### src/rtl/core/hspl_pkg.sv
// Package for the hash-to-small-polynomial sampler: sponge constants,
// function and register codes, and the structs between the core and its units.
// Depends on nothing.
`timescale 1ns / 1ps

package hspl_pkg;

	localparam logic [63:0] SEED_WORD    = 64'h243F6A8885A308D3;
	localparam logic [63:0] GOLDEN_GAMMA = 64'h9E3779B97F4A7C15;
	localparam logic [63:0] MIX_C1       = 64'hBF58476D1CE4E5B9;
	localparam logic [63:0] MIX_C2       = 64'h94D049BB133111EB;
	localparam logic [31:0] LANE_WORD    = 32'h9E3779B1;
	localparam logic [31:0] LANE_COEFF   = 32'h85EBCA6B;
	localparam logic [31:0] LANE_BYTE    = 32'hC2B2AE35;
	localparam logic [31:0] TAG_WORD     = 32'h48655F65;

	localparam logic [1:0] FUNC_START = 2'd0;
	localparam logic [1:0] FUNC_COEFF = 2'd1;
	localparam logic [1:0] FUNC_BYTE  = 2'd2;
	localparam logic [1:0] FUNC_DRAW  = 2'd3;

	localparam logic [1:0] CFG_RING_DEGREE = 2'd0;
	localparam logic [1:0] CFG_MODULUS     = 2'd1;
	localparam logic [1:0] CFG_COEFF_BOUND = 2'd2;

	localparam logic [15:0] RING_DEGREE_RST = 16'd509;
	localparam logic [15:0] MODULUS_RST     = 16'd2048;
	localparam logic [7:0]  COEFF_BOUND_RST = 8'd1;
	localparam logic [16:0] LIMIT_RST       = 17'd65535;
	localparam logic [16:0] WORD_SPAN       = 17'h10000;

	localparam int REM_W  = 17;
	localparam int REM_CW = $clog2(REM_W);

	typedef struct packed {
		logic [31:0] a;
		logic [31:0] b;
	} mul_op_t;

	typedef struct packed {
		logic             go;
		logic [REM_W-1:0] dividend;
		logic [REM_W-1:0] divisor;
	} rem_req_t;

	typedef struct packed {
		logic             busy;
		logic             done;
		logic [REM_W-1:0] remainder;
	} rem_rsp_t;

endpackage

### src/rtl/core/hspl_if.sv
// Handshake channels of the sampler: input items, result items, register writes.
// Depends on hspl_pkg.
`timescale 1ns / 1ps

interface hspl_item_if import hspl_pkg::*; ();
	logic        valid;
	logic        ready;
	logic [1:0]  func;
	logic [15:0] value;
	modport source(output valid, func, value, input ready);
	modport sink(input valid, func, value, output ready);
endinterface

interface hspl_res_if import hspl_pkg::*; ();
	logic              valid;
	logic              ready;
	logic signed [8:0] small_coeff;
	logic [15:0]       residue_coeff;
	modport source(output valid, small_coeff, residue_coeff, input ready);
	modport sink(input valid, small_coeff, residue_coeff, output ready);
endinterface

interface hspl_cfg_if import hspl_pkg::*; ();
	logic        valid;
	logic        ready;
	logic [1:0]  index;
	logic [15:0] data;
	modport source(output valid, index, data, input ready);
	modport sink(input valid, index, data, output ready);
endinterface

### src/rtl/core/hash_to_small_poly_sampler.sv
// Absorb item: one product, then two mixing rounds. Start item: four absorbs plus
// a 17-step remainder for the reject limit. Draw item: two mixing rounds per candidate
// word, redrawn while rejected, plus two 17-step remainders; one item at a time.
// All products go through one shared 32x32 multiplier: absorb in one pass, each 64-bit mix product in 3.
// Reset: sponge to seed, registers to defaults, reject limit 65535, no result.
`timescale 1ns / 1ps

module hash_to_small_poly_sampler import hspl_pkg::*; (
	input logic   clk,
	input logic   arst_n,
	hspl_item_if.sink   item,
	hspl_res_if.source  result,
	hspl_cfg_if.sink    cfg
);

	localparam logic [3:0] ST_IDLE = 4'd0;
	localparam logic [3:0] ST_MULV = 4'd1;
	localparam logic [3:0] ST_PREP = 4'd2;
	localparam logic [3:0] ST_M0   = 4'd3;
	localparam logic [3:0] ST_M1   = 4'd4;
	localparam logic [3:0] ST_M2   = 4'd5;
	localparam logic [3:0] ST_M3   = 4'd6;
	localparam logic [3:0] ST_LIM  = 4'd7;
	localparam logic [3:0] ST_LIMW = 4'd8;
	localparam logic [3:0] ST_RM   = 4'd9;
	localparam logic [3:0] ST_RMW  = 4'd10;
	localparam logic [3:0] ST_RQ   = 4'd11;
	localparam logic [3:0] ST_RQW  = 4'd12;
	localparam logic [3:0] ST_OUT  = 4'd13;

	logic [3:0]  state_q;
	logic [1:0]  func_q;
	logic [15:0] value_q;
	logic [1:0]  word_idx_q;
	logic        rnd_q;
	logic [15:0] ring_degree_q;
	logic [15:0] modulus_q;
	logic [7:0]  coeff_bound_q;
	logic [63:0] sponge_q;
	logic [16:0] limit_q;
	logic [63:0] z_q;
	logic [63:0] lo_q;
	logic [31:0] hi_q;
	logic [15:0] t_q;
	logic [9:0]  e_q;
	logic        res_valid_q;
	logic [8:0]  small_q;
	logic [15:0] residue_q;

	mul_op_t     mul_op;
	logic [63:0] mul_p;
	rem_req_t    rem_req;
	rem_rsp_t    rem_rsp;

	logic [31:0] absorb_v;
	logic [31:0] absorb_lane;
	logic [63:0] mix_c;
	logic [63:0] prep_base;
	logic [31:0] hsum;
	logic [63:0] mix_y;
	logic [63:0] mix_out;
	logic [8:0]  m_val;
	logic [16:0] q_eff;
	logic [9:0]  e_new;
	logic [7:0]  e_mag;
	logic [16:0] res_new;
	logic        item_acc;
	logic        res_free;
	logic        res_load;

	hspl_mul32 u_mul (
		.clk  (clk),
		.op   (mul_op),
		.prod (mul_p)
	);

	hspl_rem u_rem (
		.clk    (clk),
		.arst_n (arst_n),
		.req    (rem_req),
		.rsp    (rem_rsp)
	);

	assign item.ready = (state_q == ST_IDLE);
	assign item_acc   = item.valid && item.ready;
	assign cfg.ready  = 1'b1;
	assign res_free   = !res_valid_q || result.ready;
	assign res_load   = (state_q == ST_OUT) && res_free;

	assign m_val = {coeff_bound_q, 1'b1};
	assign q_eff = (modulus_q == 16'd0) ? WORD_SPAN : {1'b0, modulus_q};

	always_comb begin
		case (func_q)
			FUNC_START: begin
				absorb_lane = LANE_WORD;
				case (word_idx_q)
					2'd0:    absorb_v = TAG_WORD;
					2'd1:    absorb_v = {16'd0, ring_degree_q};
					2'd2:    absorb_v = {16'd0, modulus_q};
					default: absorb_v = {24'd0, coeff_bound_q};
				endcase
			end
			FUNC_COEFF: begin
				absorb_lane = LANE_COEFF;
				absorb_v    = {16'd0, value_q};
			end
			default: begin
				absorb_lane = LANE_BYTE;
				absorb_v    = {24'd0, value_q[7:0]};
			end
		endcase
	end

	assign mix_c = rnd_q ? MIX_C2 : MIX_C1;

	always_comb begin
		case (state_q)
			ST_MULV: mul_op = '{a: absorb_v, b: absorb_lane};
			ST_M0:   mul_op = '{a: z_q[31:0], b: mix_c[31:0]};
			ST_M1:   mul_op = '{a: z_q[31:0], b: mix_c[63:32]};
			ST_M2:   mul_op = '{a: z_q[63:32], b: mix_c[31:0]};
			default: mul_op = '{a: 32'd0, b: 32'd0};
		endcase
	end

	assign prep_base = ((func_q == FUNC_DRAW) ? sponge_q : (sponge_q ^ mul_p)) + GOLDEN_GAMMA;
	assign hsum      = hi_q + mul_p[31:0];
	assign mix_y     = lo_q + {hsum, 32'd0};
	assign mix_out   = mix_y ^ (mix_y >> 31);

	assign e_new   = {1'b0, rem_rsp.remainder[8:0]} - {2'b00, coeff_bound_q};
	assign e_mag   = e_q[9] ? 8'(-e_q) : e_q[7:0];
	assign res_new = e_q[9] ? ((rem_rsp.remainder == '0) ? 17'd0 : q_eff - rem_rsp.remainder)
	                        : rem_rsp.remainder;

	always_comb begin
		rem_req = '{go: 1'b0, dividend: '0, divisor: '0};
		case (state_q)
			ST_LIM: rem_req = '{go: 1'b1, dividend: WORD_SPAN, divisor: {8'd0, m_val}};
			ST_RM:  rem_req = '{go: 1'b1, dividend: {1'b0, t_q}, divisor: {8'd0, m_val}};
			ST_RQ:  rem_req = '{go: 1'b1, dividend: {9'd0, e_mag}, divisor: q_eff};
			default: rem_req = '{go: 1'b0, dividend: '0, divisor: '0};
		endcase
	end

	always_ff @(posedge clk or negedge arst_n) begin
		if (!arst_n) begin
			ring_degree_q <= RING_DEGREE_RST;
			modulus_q     <= MODULUS_RST;
			coeff_bound_q <= COEFF_BOUND_RST;
		end else if (cfg.valid && cfg.ready) begin
			case (cfg.index)
				CFG_RING_DEGREE: ring_degree_q <= cfg.data;
				CFG_MODULUS:     modulus_q     <= cfg.data;
				CFG_COEFF_BOUND: coeff_bound_q <= cfg.data[7:0];
				default: ;
			endcase
		end
	end

	always_ff @(posedge clk or negedge arst_n) begin
		if (!arst_n) begin
			state_q     <= ST_IDLE;
			func_q      <= FUNC_START;
			word_idx_q  <= 2'd0;
			rnd_q       <= 1'b0;
			sponge_q    <= SEED_WORD;
			limit_q     <= LIMIT_RST;
			res_valid_q <= 1'b0;
		end else begin
			if (res_load) begin
				res_valid_q <= 1'b1;
			end else if (result.valid && result.ready) begin
				res_valid_q <= 1'b0;
			end
			case (state_q)
				ST_IDLE: begin
					if (item_acc) begin
						func_q     <= item.func;
						word_idx_q <= 2'd0;
						if (item.func == FUNC_START) begin
							sponge_q <= SEED_WORD;
						end
						state_q <= (item.func == FUNC_DRAW) ? ST_PREP : ST_MULV;
					end
				end
				ST_MULV: state_q <= ST_PREP;
				ST_PREP: begin
					if (func_q == FUNC_DRAW) begin
						sponge_q <= prep_base;
					end
					rnd_q   <= 1'b0;
					state_q <= ST_M0;
				end
				ST_M0: state_q <= ST_M1;
				ST_M1: state_q <= ST_M2;
				ST_M2: state_q <= ST_M3;
				ST_M3: begin
					if (!rnd_q) begin
						rnd_q   <= 1'b1;
						state_q <= ST_M0;
					end else if (func_q == FUNC_DRAW) begin
						state_q <= ({1'b0, mix_out[15:0]} < limit_q) ? ST_RM : ST_PREP;
					end else begin
						sponge_q <= mix_out;
						if (func_q != FUNC_START) begin
							state_q <= ST_IDLE;
						end else if (word_idx_q == 2'd3) begin
							state_q <= ST_LIM;
						end else begin
							word_idx_q <= word_idx_q + 2'd1;
							state_q    <= ST_MULV;
						end
					end
				end
				ST_LIM: state_q <= ST_LIMW;
				ST_LIMW: begin
					if (rem_rsp.done) begin
						limit_q <= WORD_SPAN - rem_rsp.remainder;
						state_q <= ST_IDLE;
					end
				end
				ST_RM:  state_q <= ST_RMW;
				ST_RMW: begin
					if (rem_rsp.done) begin
						state_q <= ST_RQ;
					end
				end
				ST_RQ:  state_q <= ST_RQW;
				ST_RQW: begin
					if (rem_rsp.done) begin
						state_q <= ST_OUT;
					end
				end
				ST_OUT: begin
					if (res_free) begin
						state_q <= ST_IDLE;
					end
				end
				default: state_q <= ST_IDLE;
			endcase
		end
	end

	always_ff @(posedge clk) begin
		if (item_acc) begin
			value_q <= item.value;
		end
		if (state_q == ST_PREP) begin
			z_q <= prep_base ^ (prep_base >> 30);
		end
		if (state_q == ST_M3 && !rnd_q) begin
			z_q <= mix_y ^ (mix_y >> 27);
		end
		if (state_q == ST_M1) begin
			lo_q <= mul_p;
		end
		if (state_q == ST_M2) begin
			hi_q <= mul_p[31:0];
		end
		if (state_q == ST_M3 && rnd_q) begin
			t_q <= mix_out[15:0];
		end
		if (state_q == ST_RMW && rem_rsp.done) begin
			e_q <= e_new;
		end
		if (res_load) begin
			small_q   <= e_q[8:0];
			residue_q <= res_new[15:0];
		end
	end

	assign result.valid         = res_valid_q;
	assign result.small_coeff   = small_q;
	assign result.residue_coeff = residue_q;

	a_rem_go_idle: assert property (@(posedge clk) disable iff (!arst_n)
		rem_req.go |-> !rem_rsp.busy)
		else $error("remainder unit started while busy");

	a_res_from_out: assert property (@(posedge clk) disable iff (!arst_n)
		$rose(res_valid_q) |-> $past(state_q == ST_OUT))
		else $error("result raised outside output state");

	a_small_range: assert property (@(posedge clk) disable iff (!arst_n)
		(state_q == ST_OUT) |-> (e_mag <= coeff_bound_q))
		else $error("coefficient outside bound");

	a_residue_range: assert property (@(posedge clk) disable iff (!arst_n)
		res_load |=> ({1'b0, residue_q} < q_eff))
		else $error("residue not reduced");

endmodule

### src/rtl/core/hspl_mul32.sv
// Shared 32x32 multiplier with registered 64-bit product.
// Depends on hspl_pkg.
`timescale 1ns / 1ps

module hspl_mul32 import hspl_pkg::*; (
	input  logic        clk,
	input  mul_op_t     op,
	output logic [63:0] prod
);

	logic [63:0] prod_q;

	always_ff @(posedge clk) begin
		prod_q <= 64'(op.a) * 64'(op.b);
	end

	assign prod = prod_q;

endmodule

### src/rtl/core/hspl_rem.sv
// Restoring remainder unit, one dividend bit per cycle.
// Depends on hspl_pkg.
`timescale 1ns / 1ps

module hspl_rem import hspl_pkg::*; (
	input  logic     clk,
	input  logic     arst_n,
	input  rem_req_t req,
	output rem_rsp_t rsp
);

	logic              busy_q;
	logic              done_q;
	logic [REM_CW-1:0] cnt_q;
	logic [REM_W-1:0]  rem_q;
	logic [REM_W-1:0]  dvd_q;
	logic [REM_W-1:0]  dvs_q;
	logic [REM_W:0]    trial;
	logic [REM_W:0]    diff;

	assign trial = {rem_q, dvd_q[REM_W-1]};
	assign diff  = trial - {1'b0, dvs_q};

	always_ff @(posedge clk or negedge arst_n) begin
		if (!arst_n) begin
			busy_q <= 1'b0;
			done_q <= 1'b0;
			cnt_q  <= '0;
		end else begin
			done_q <= 1'b0;
			if (req.go) begin
				busy_q <= 1'b1;
				cnt_q  <= '0;
			end else if (busy_q) begin
				cnt_q <= cnt_q + 1'b1;
				if (cnt_q == REM_CW'(REM_W - 1)) begin
					busy_q <= 1'b0;
					done_q <= 1'b1;
				end
			end
		end
	end

	always_ff @(posedge clk) begin
		if (req.go) begin
			rem_q <= '0;
			dvd_q <= req.dividend;
			dvs_q <= req.divisor;
		end else if (busy_q) begin
			dvd_q <= {dvd_q[REM_W-2:0], 1'b0};
			if (!diff[REM_W]) begin
				rem_q <= diff[REM_W-1:0];
			end else begin
				rem_q <= trial[REM_W-1:0];
			end
		end
	end

	assign rsp.busy      = busy_q;
	assign rsp.done      = done_q;
	assign rsp.remainder = rem_q;

endmodule

### src/flat_wrapper.sv
// flat-port wrapper written by rule: the top's interface ports become plain ports
module hash_to_small_poly_sampler_flat import hspl_pkg::*;
  (clk, arst_n, item_valid, item_func, item_value, item_ready, result_valid, result_small_coeff, result_residue_coeff, result_ready, cfg_valid, cfg_index, cfg_data, cfg_ready);
  hspl_item_if item_i ();
  hspl_res_if result_i ();
  hspl_cfg_if cfg_i ();
  input logic clk;
  input logic arst_n;
  input wire logic [$bits(item_i.valid)-1:0] item_valid;
  input wire logic [$bits(item_i.func)-1:0] item_func;
  input wire logic [$bits(item_i.value)-1:0] item_value;
  output wire logic [$bits(item_i.ready)-1:0] item_ready;
  output wire logic [$bits(result_i.valid)-1:0] result_valid;
  output wire logic [$bits(result_i.small_coeff)-1:0] result_small_coeff;
  output wire logic [$bits(result_i.residue_coeff)-1:0] result_residue_coeff;
  input wire logic [$bits(result_i.ready)-1:0] result_ready;
  input wire logic [$bits(cfg_i.valid)-1:0] cfg_valid;
  input wire logic [$bits(cfg_i.index)-1:0] cfg_index;
  input wire logic [$bits(cfg_i.data)-1:0] cfg_data;
  output wire logic [$bits(cfg_i.ready)-1:0] cfg_ready;
  assign item_i.valid = item_valid;
  assign item_i.func = item_func;
  assign item_i.value = item_value;
  assign item_ready = item_i.ready;
  assign result_valid = result_i.valid;
  assign result_small_coeff = result_i.small_coeff;
  assign result_residue_coeff = result_i.residue_coeff;
  assign result_i.ready = result_ready;
  assign cfg_i.valid = cfg_valid;
  assign cfg_i.index = cfg_index;
  assign cfg_i.data = cfg_data;
  assign cfg_ready = cfg_i.ready;
  hash_to_small_poly_sampler u_core (.clk(clk), .arst_n(arst_n), .item(item_i), .result(result_i), .cfg(cfg_i));
endmodule
### config.mk
export PLATFORM = sky130hd
export DESIGN_NAME = hash_to_small_poly_sampler_flat
export DESIGN_NICKNAME = d
export VERILOG_FILES = /design/src/rtl/core/hspl_pkg.sv /design/src/rtl/core/hspl_if.sv /design/src/rtl/core/hash_to_small_poly_sampler.sv /design/src/rtl/core/hspl_mul32.sv /design/src/rtl/core/hspl_rem.sv /design/src/flat_wrapper.sv
export SDC_FILE = /design/constraint.sdc
export NUM_CORES = 2
export LEC_CHECK = 0
export BUFFER_PORTS_ARGS = -buffer_cell sky130_fd_sc_hd__buf_2
export CAP_MARGIN = 20
export CELL_PAD_IN_SITES_DETAIL_PLACEMENT = 1
export CELL_PAD_IN_SITES_GLOBAL_PLACEMENT = 2
export CORE_MARGIN = 2
export CORE_UTILIZATION = 43
export CTS_CLUSTER_SIZE = 28
export DETAILED_ROUTE_END_ITERATION = 12
export HOLD_SLACK_MARGIN = 0.12
export PLACE_DENSITY = 0.88
export SYNTH_ARGS = -nofsm -noshare
export SYNTH_HDL_FRONTEND = slang
export SYNTH_SLANG_ARGS = --single-unit
### constraint.sdc
create_clock -name clk -period 11.6 [get_ports clk]
set_input_delay 1.16 -clock clk [delete_from_list [all_inputs] [get_ports clk]]
set_output_delay 1.16 -clock clk [all_outputs]
set_load 0.03 [all_outputs]
==> impl_metrics.ini <==
[yosys]
synth_edf_count = 261
synthTopCellsByArea = fa_1 30%, edfxtp_1 13%, ha_1 8.1%
synth_cell_type_count = 110
synth_area_um2 = 60300
synth_top_area_cell = fa_1
synthCells = 6466
ys_ff_latch = 480
postSynthAreaPerCell_um2 = 9.32
synth-async-reset-ratio_pct = 28.7
yosys.area.top_type_share_pct = 29.9
ys_seq_area_share_pct = 21.5
yosys_warnings = 0
ys.flop_type = edfxtp_1

[drt]
first_pass_iters = 5
drc = 0
via_per_inst = 5.79
dr.first_iter.drc_count = 4514
wire_per_inst_um = 28.8
ant_nets = 0
vias = 48693
wirelength_um = 242000

[timing]
hold_viol = 0
drv_slew = 0
rsz0062_at_grt = no
setup_viol = 0
post-route-min-period_ns = 10.93
skew_ns = 0.0836
fin_tns_setup_ns = 0
max_slew_margin_pct = 22.4
tightest_slew_ns = 1.16
fin_crit_sh_pct = 94.2
fmax_mhz = 91.5

[cts]
worst_setup_hold_path_clk_slew_ns = 0.07
clkLatencyLatePin_ns = 0.70
postCtsSetupBuffers = 0
htreeDepth = 2
cts_buffer_depth = 3
clock-sinks = 480
cts-root-buf = clkbuf_16
numCtsBuffers = 50
cts_tree = yes

[floorplan]
coreArea_um2 = 139000
initial_core_util_pct = 43.3
dieArea_um2 = 143000
io_pins = 69
die_y_um = 378
row_count = 137
chipWidth_um = 378

[finish]
finalNetCount = 7824
fillers = 15959
drive_above_1_share_pct = 7.41
syn2layout_area_growth_pct = 7.92

[global_routing]
antenna_found_initial = 14
grt_pass1_vias = 52160
overflow = 0
grt_first_pass_wirelength_um = 355000
grt_max_degree = 65
grt_usage_pct = 34.2

[setup_path]
cp_slowest_cell = o21ai_1
startpoint_type = flip-flop
endpoint_kind = flip-flop
critical_path.most_common_cell = fa_1
cp.required_ns = 12.17
arrival_ns = 11.50
crit_type = flip-flop to flip-flop
crit_fanout = 22
slowest_delay_ns = 0.64

[place]
place.gp.congestion = 1.06
hpwlAfterDp_um = 200000
portBuffers = 67

[flow_run]
maxCapViolations = 0

[worst_hold_path]
hold_path.class = input port to asynchronous set/reset pin

[outcome]
status = completed
critical path, delay by kind of cell (launching register included):
family	cells	cell delay, ns
and+or+nand+nor	10	2.77
adders and majority gates	9	4.49
buffers and inverters	7	0.94
DFF	1	0.48
AOI/OAI and AO/OA	5	1.91
xor gates and xnor gates	1	0.17
worst paths after layout:
kind / slack (ns) / start / end / cells past startpoint
min: 0.41 / arst_n / u_core.sponge_q[13] / 1
min in group clk: 0.45 / u_core.e_q[8] / u_core.result.small_coeff[8] / 0
max: 0.67 / u_core.func_q[1] / u_core.u_mul.prod[62] / 32
max reg2reg: 0.67 / u_core.func_q[1] / u_core.u_mul.prod[62] / 32
max in group asynchronous: 9.99 / arst_n / u_core.sponge_q[54] / 2
min reg2reg: 0.45 / u_core.e_q[8] / u_core.result.small_coeff[8] / 0
synthesized netlist by cell type (all sizes together), types with 16 or more instances:
master     n
inv     1195
fa       901
nand2    665
nor2     624
ha       390
a21oi    272
edfxtp   261
xnor2    241
o21ai    233
clkbuf   228
xor2     160
a21o     118
dfrtp     85
dfxtp     81
dfstp     53
mux2      51
nand3     50
nand2b    49
nor2b     48
o21a      48
nor3      47
buf       45
a22oi     38
a221oi    36
a21boi    35
a31oi     33
mux2i     28
a22o      27
and2      27
nand4     27
o22ai     24
o221ai    23
o21bai    20
or3       20
a211oi    19
o31ai     19
and3      17
o32ai     16
or2       16
through the flow:
step,util [%],worst slack (ns),area (um2),hold slack (ns),std cells
floorplan,-,2.15,60400,0.400,6499
global placement,45.4,0.669,63200,0.425,8310
detailed placement,45.4,0.652,63300,0.429,8311
CTS,46.6,0.507,65000,0.380,8405
global route,46.7,0.202,65100,0.397,8410
finish,46.7,0.669,65100,0.413,8411
metal layers:
metal / track usage (%) / up-vias / share of wire (%)
met3: 6.01 / 516 / 7.8
met5: 0 / - / 0.047
met1: 45.6 / 25444 / 41
met4: 16.6 / 14 / 5.8
li1: - / 20748 / -
met2: 53.8 / 1971 / 45
sequential cells by signal, indices dropped and copies added (netlist names), 17 cells and up:
name                cells
u_core.hi_q            32
u_core.u_rem.dvs_q     17
u_core.limit_q         17
u_core.z_q             64
u_core.u_rem.dvd_q     17
u_core.u_rem.rem_q     17
u_core.sponge_q        64
u_core.u_mul.prod      64
u_core.lo_q            64
repair_timing:
action	in CTS	in global routing
endpoints found under the hold margin	0	0
setup endpoints to repair	0	1
hold buffers	0	0
gates resized for setup	0	1
final cells by class:
cell class	instances	area, um2	area share, %
multi-input combinational	4543	42000	64.5
sequential	480	13000	20.0
inverter	1203	4520	6.94
tap	1876	2350	3.61
timing repair buffer	214	1510	2.31
clock buffer	60	1310	2.01
clock inverter	34	404	0.621
antenna	1	2.50	0.00385
logic make-up after synthesis:
kind of cell / Yosys count / share of synthesized area [%]
buf+inv: 1476 / 9.27
xor+xnor: 402 / 5.89
other cells: 2 / 0.0125
fa+ha+maj: 1291 / 38.0
compound gates: 1082 / 12.0
mux: 79 / 1.42
flops: 480 / 21.5
simple gates: 1654 / 11.9
placed cells by master (no fill, tap or decap), types with 44 or more instances in the layout:
cell type     n
a21o_1      118
a21oi_1     268
buf_2        66
buf_4       141
clkbuf_16    51
dfrtp_1      83
dfstp_2      53
dfxtp_1      81
edfxtp_1    261
fa_1        901
ha_1        390
inv_1      1195
mux2_2       51
nand2_1     661
nand2b_1     49
nand3_1      50
nor2_1      614
nor2b_1      44
nor3_1       44
o21a_1       48
o21ai_0     224
xnor2_1     240
xor2_1      158
Power is left out: the tool's default activity adds up to more than one toggle a clock period on the data nets, which glitch-free logic cannot reach.
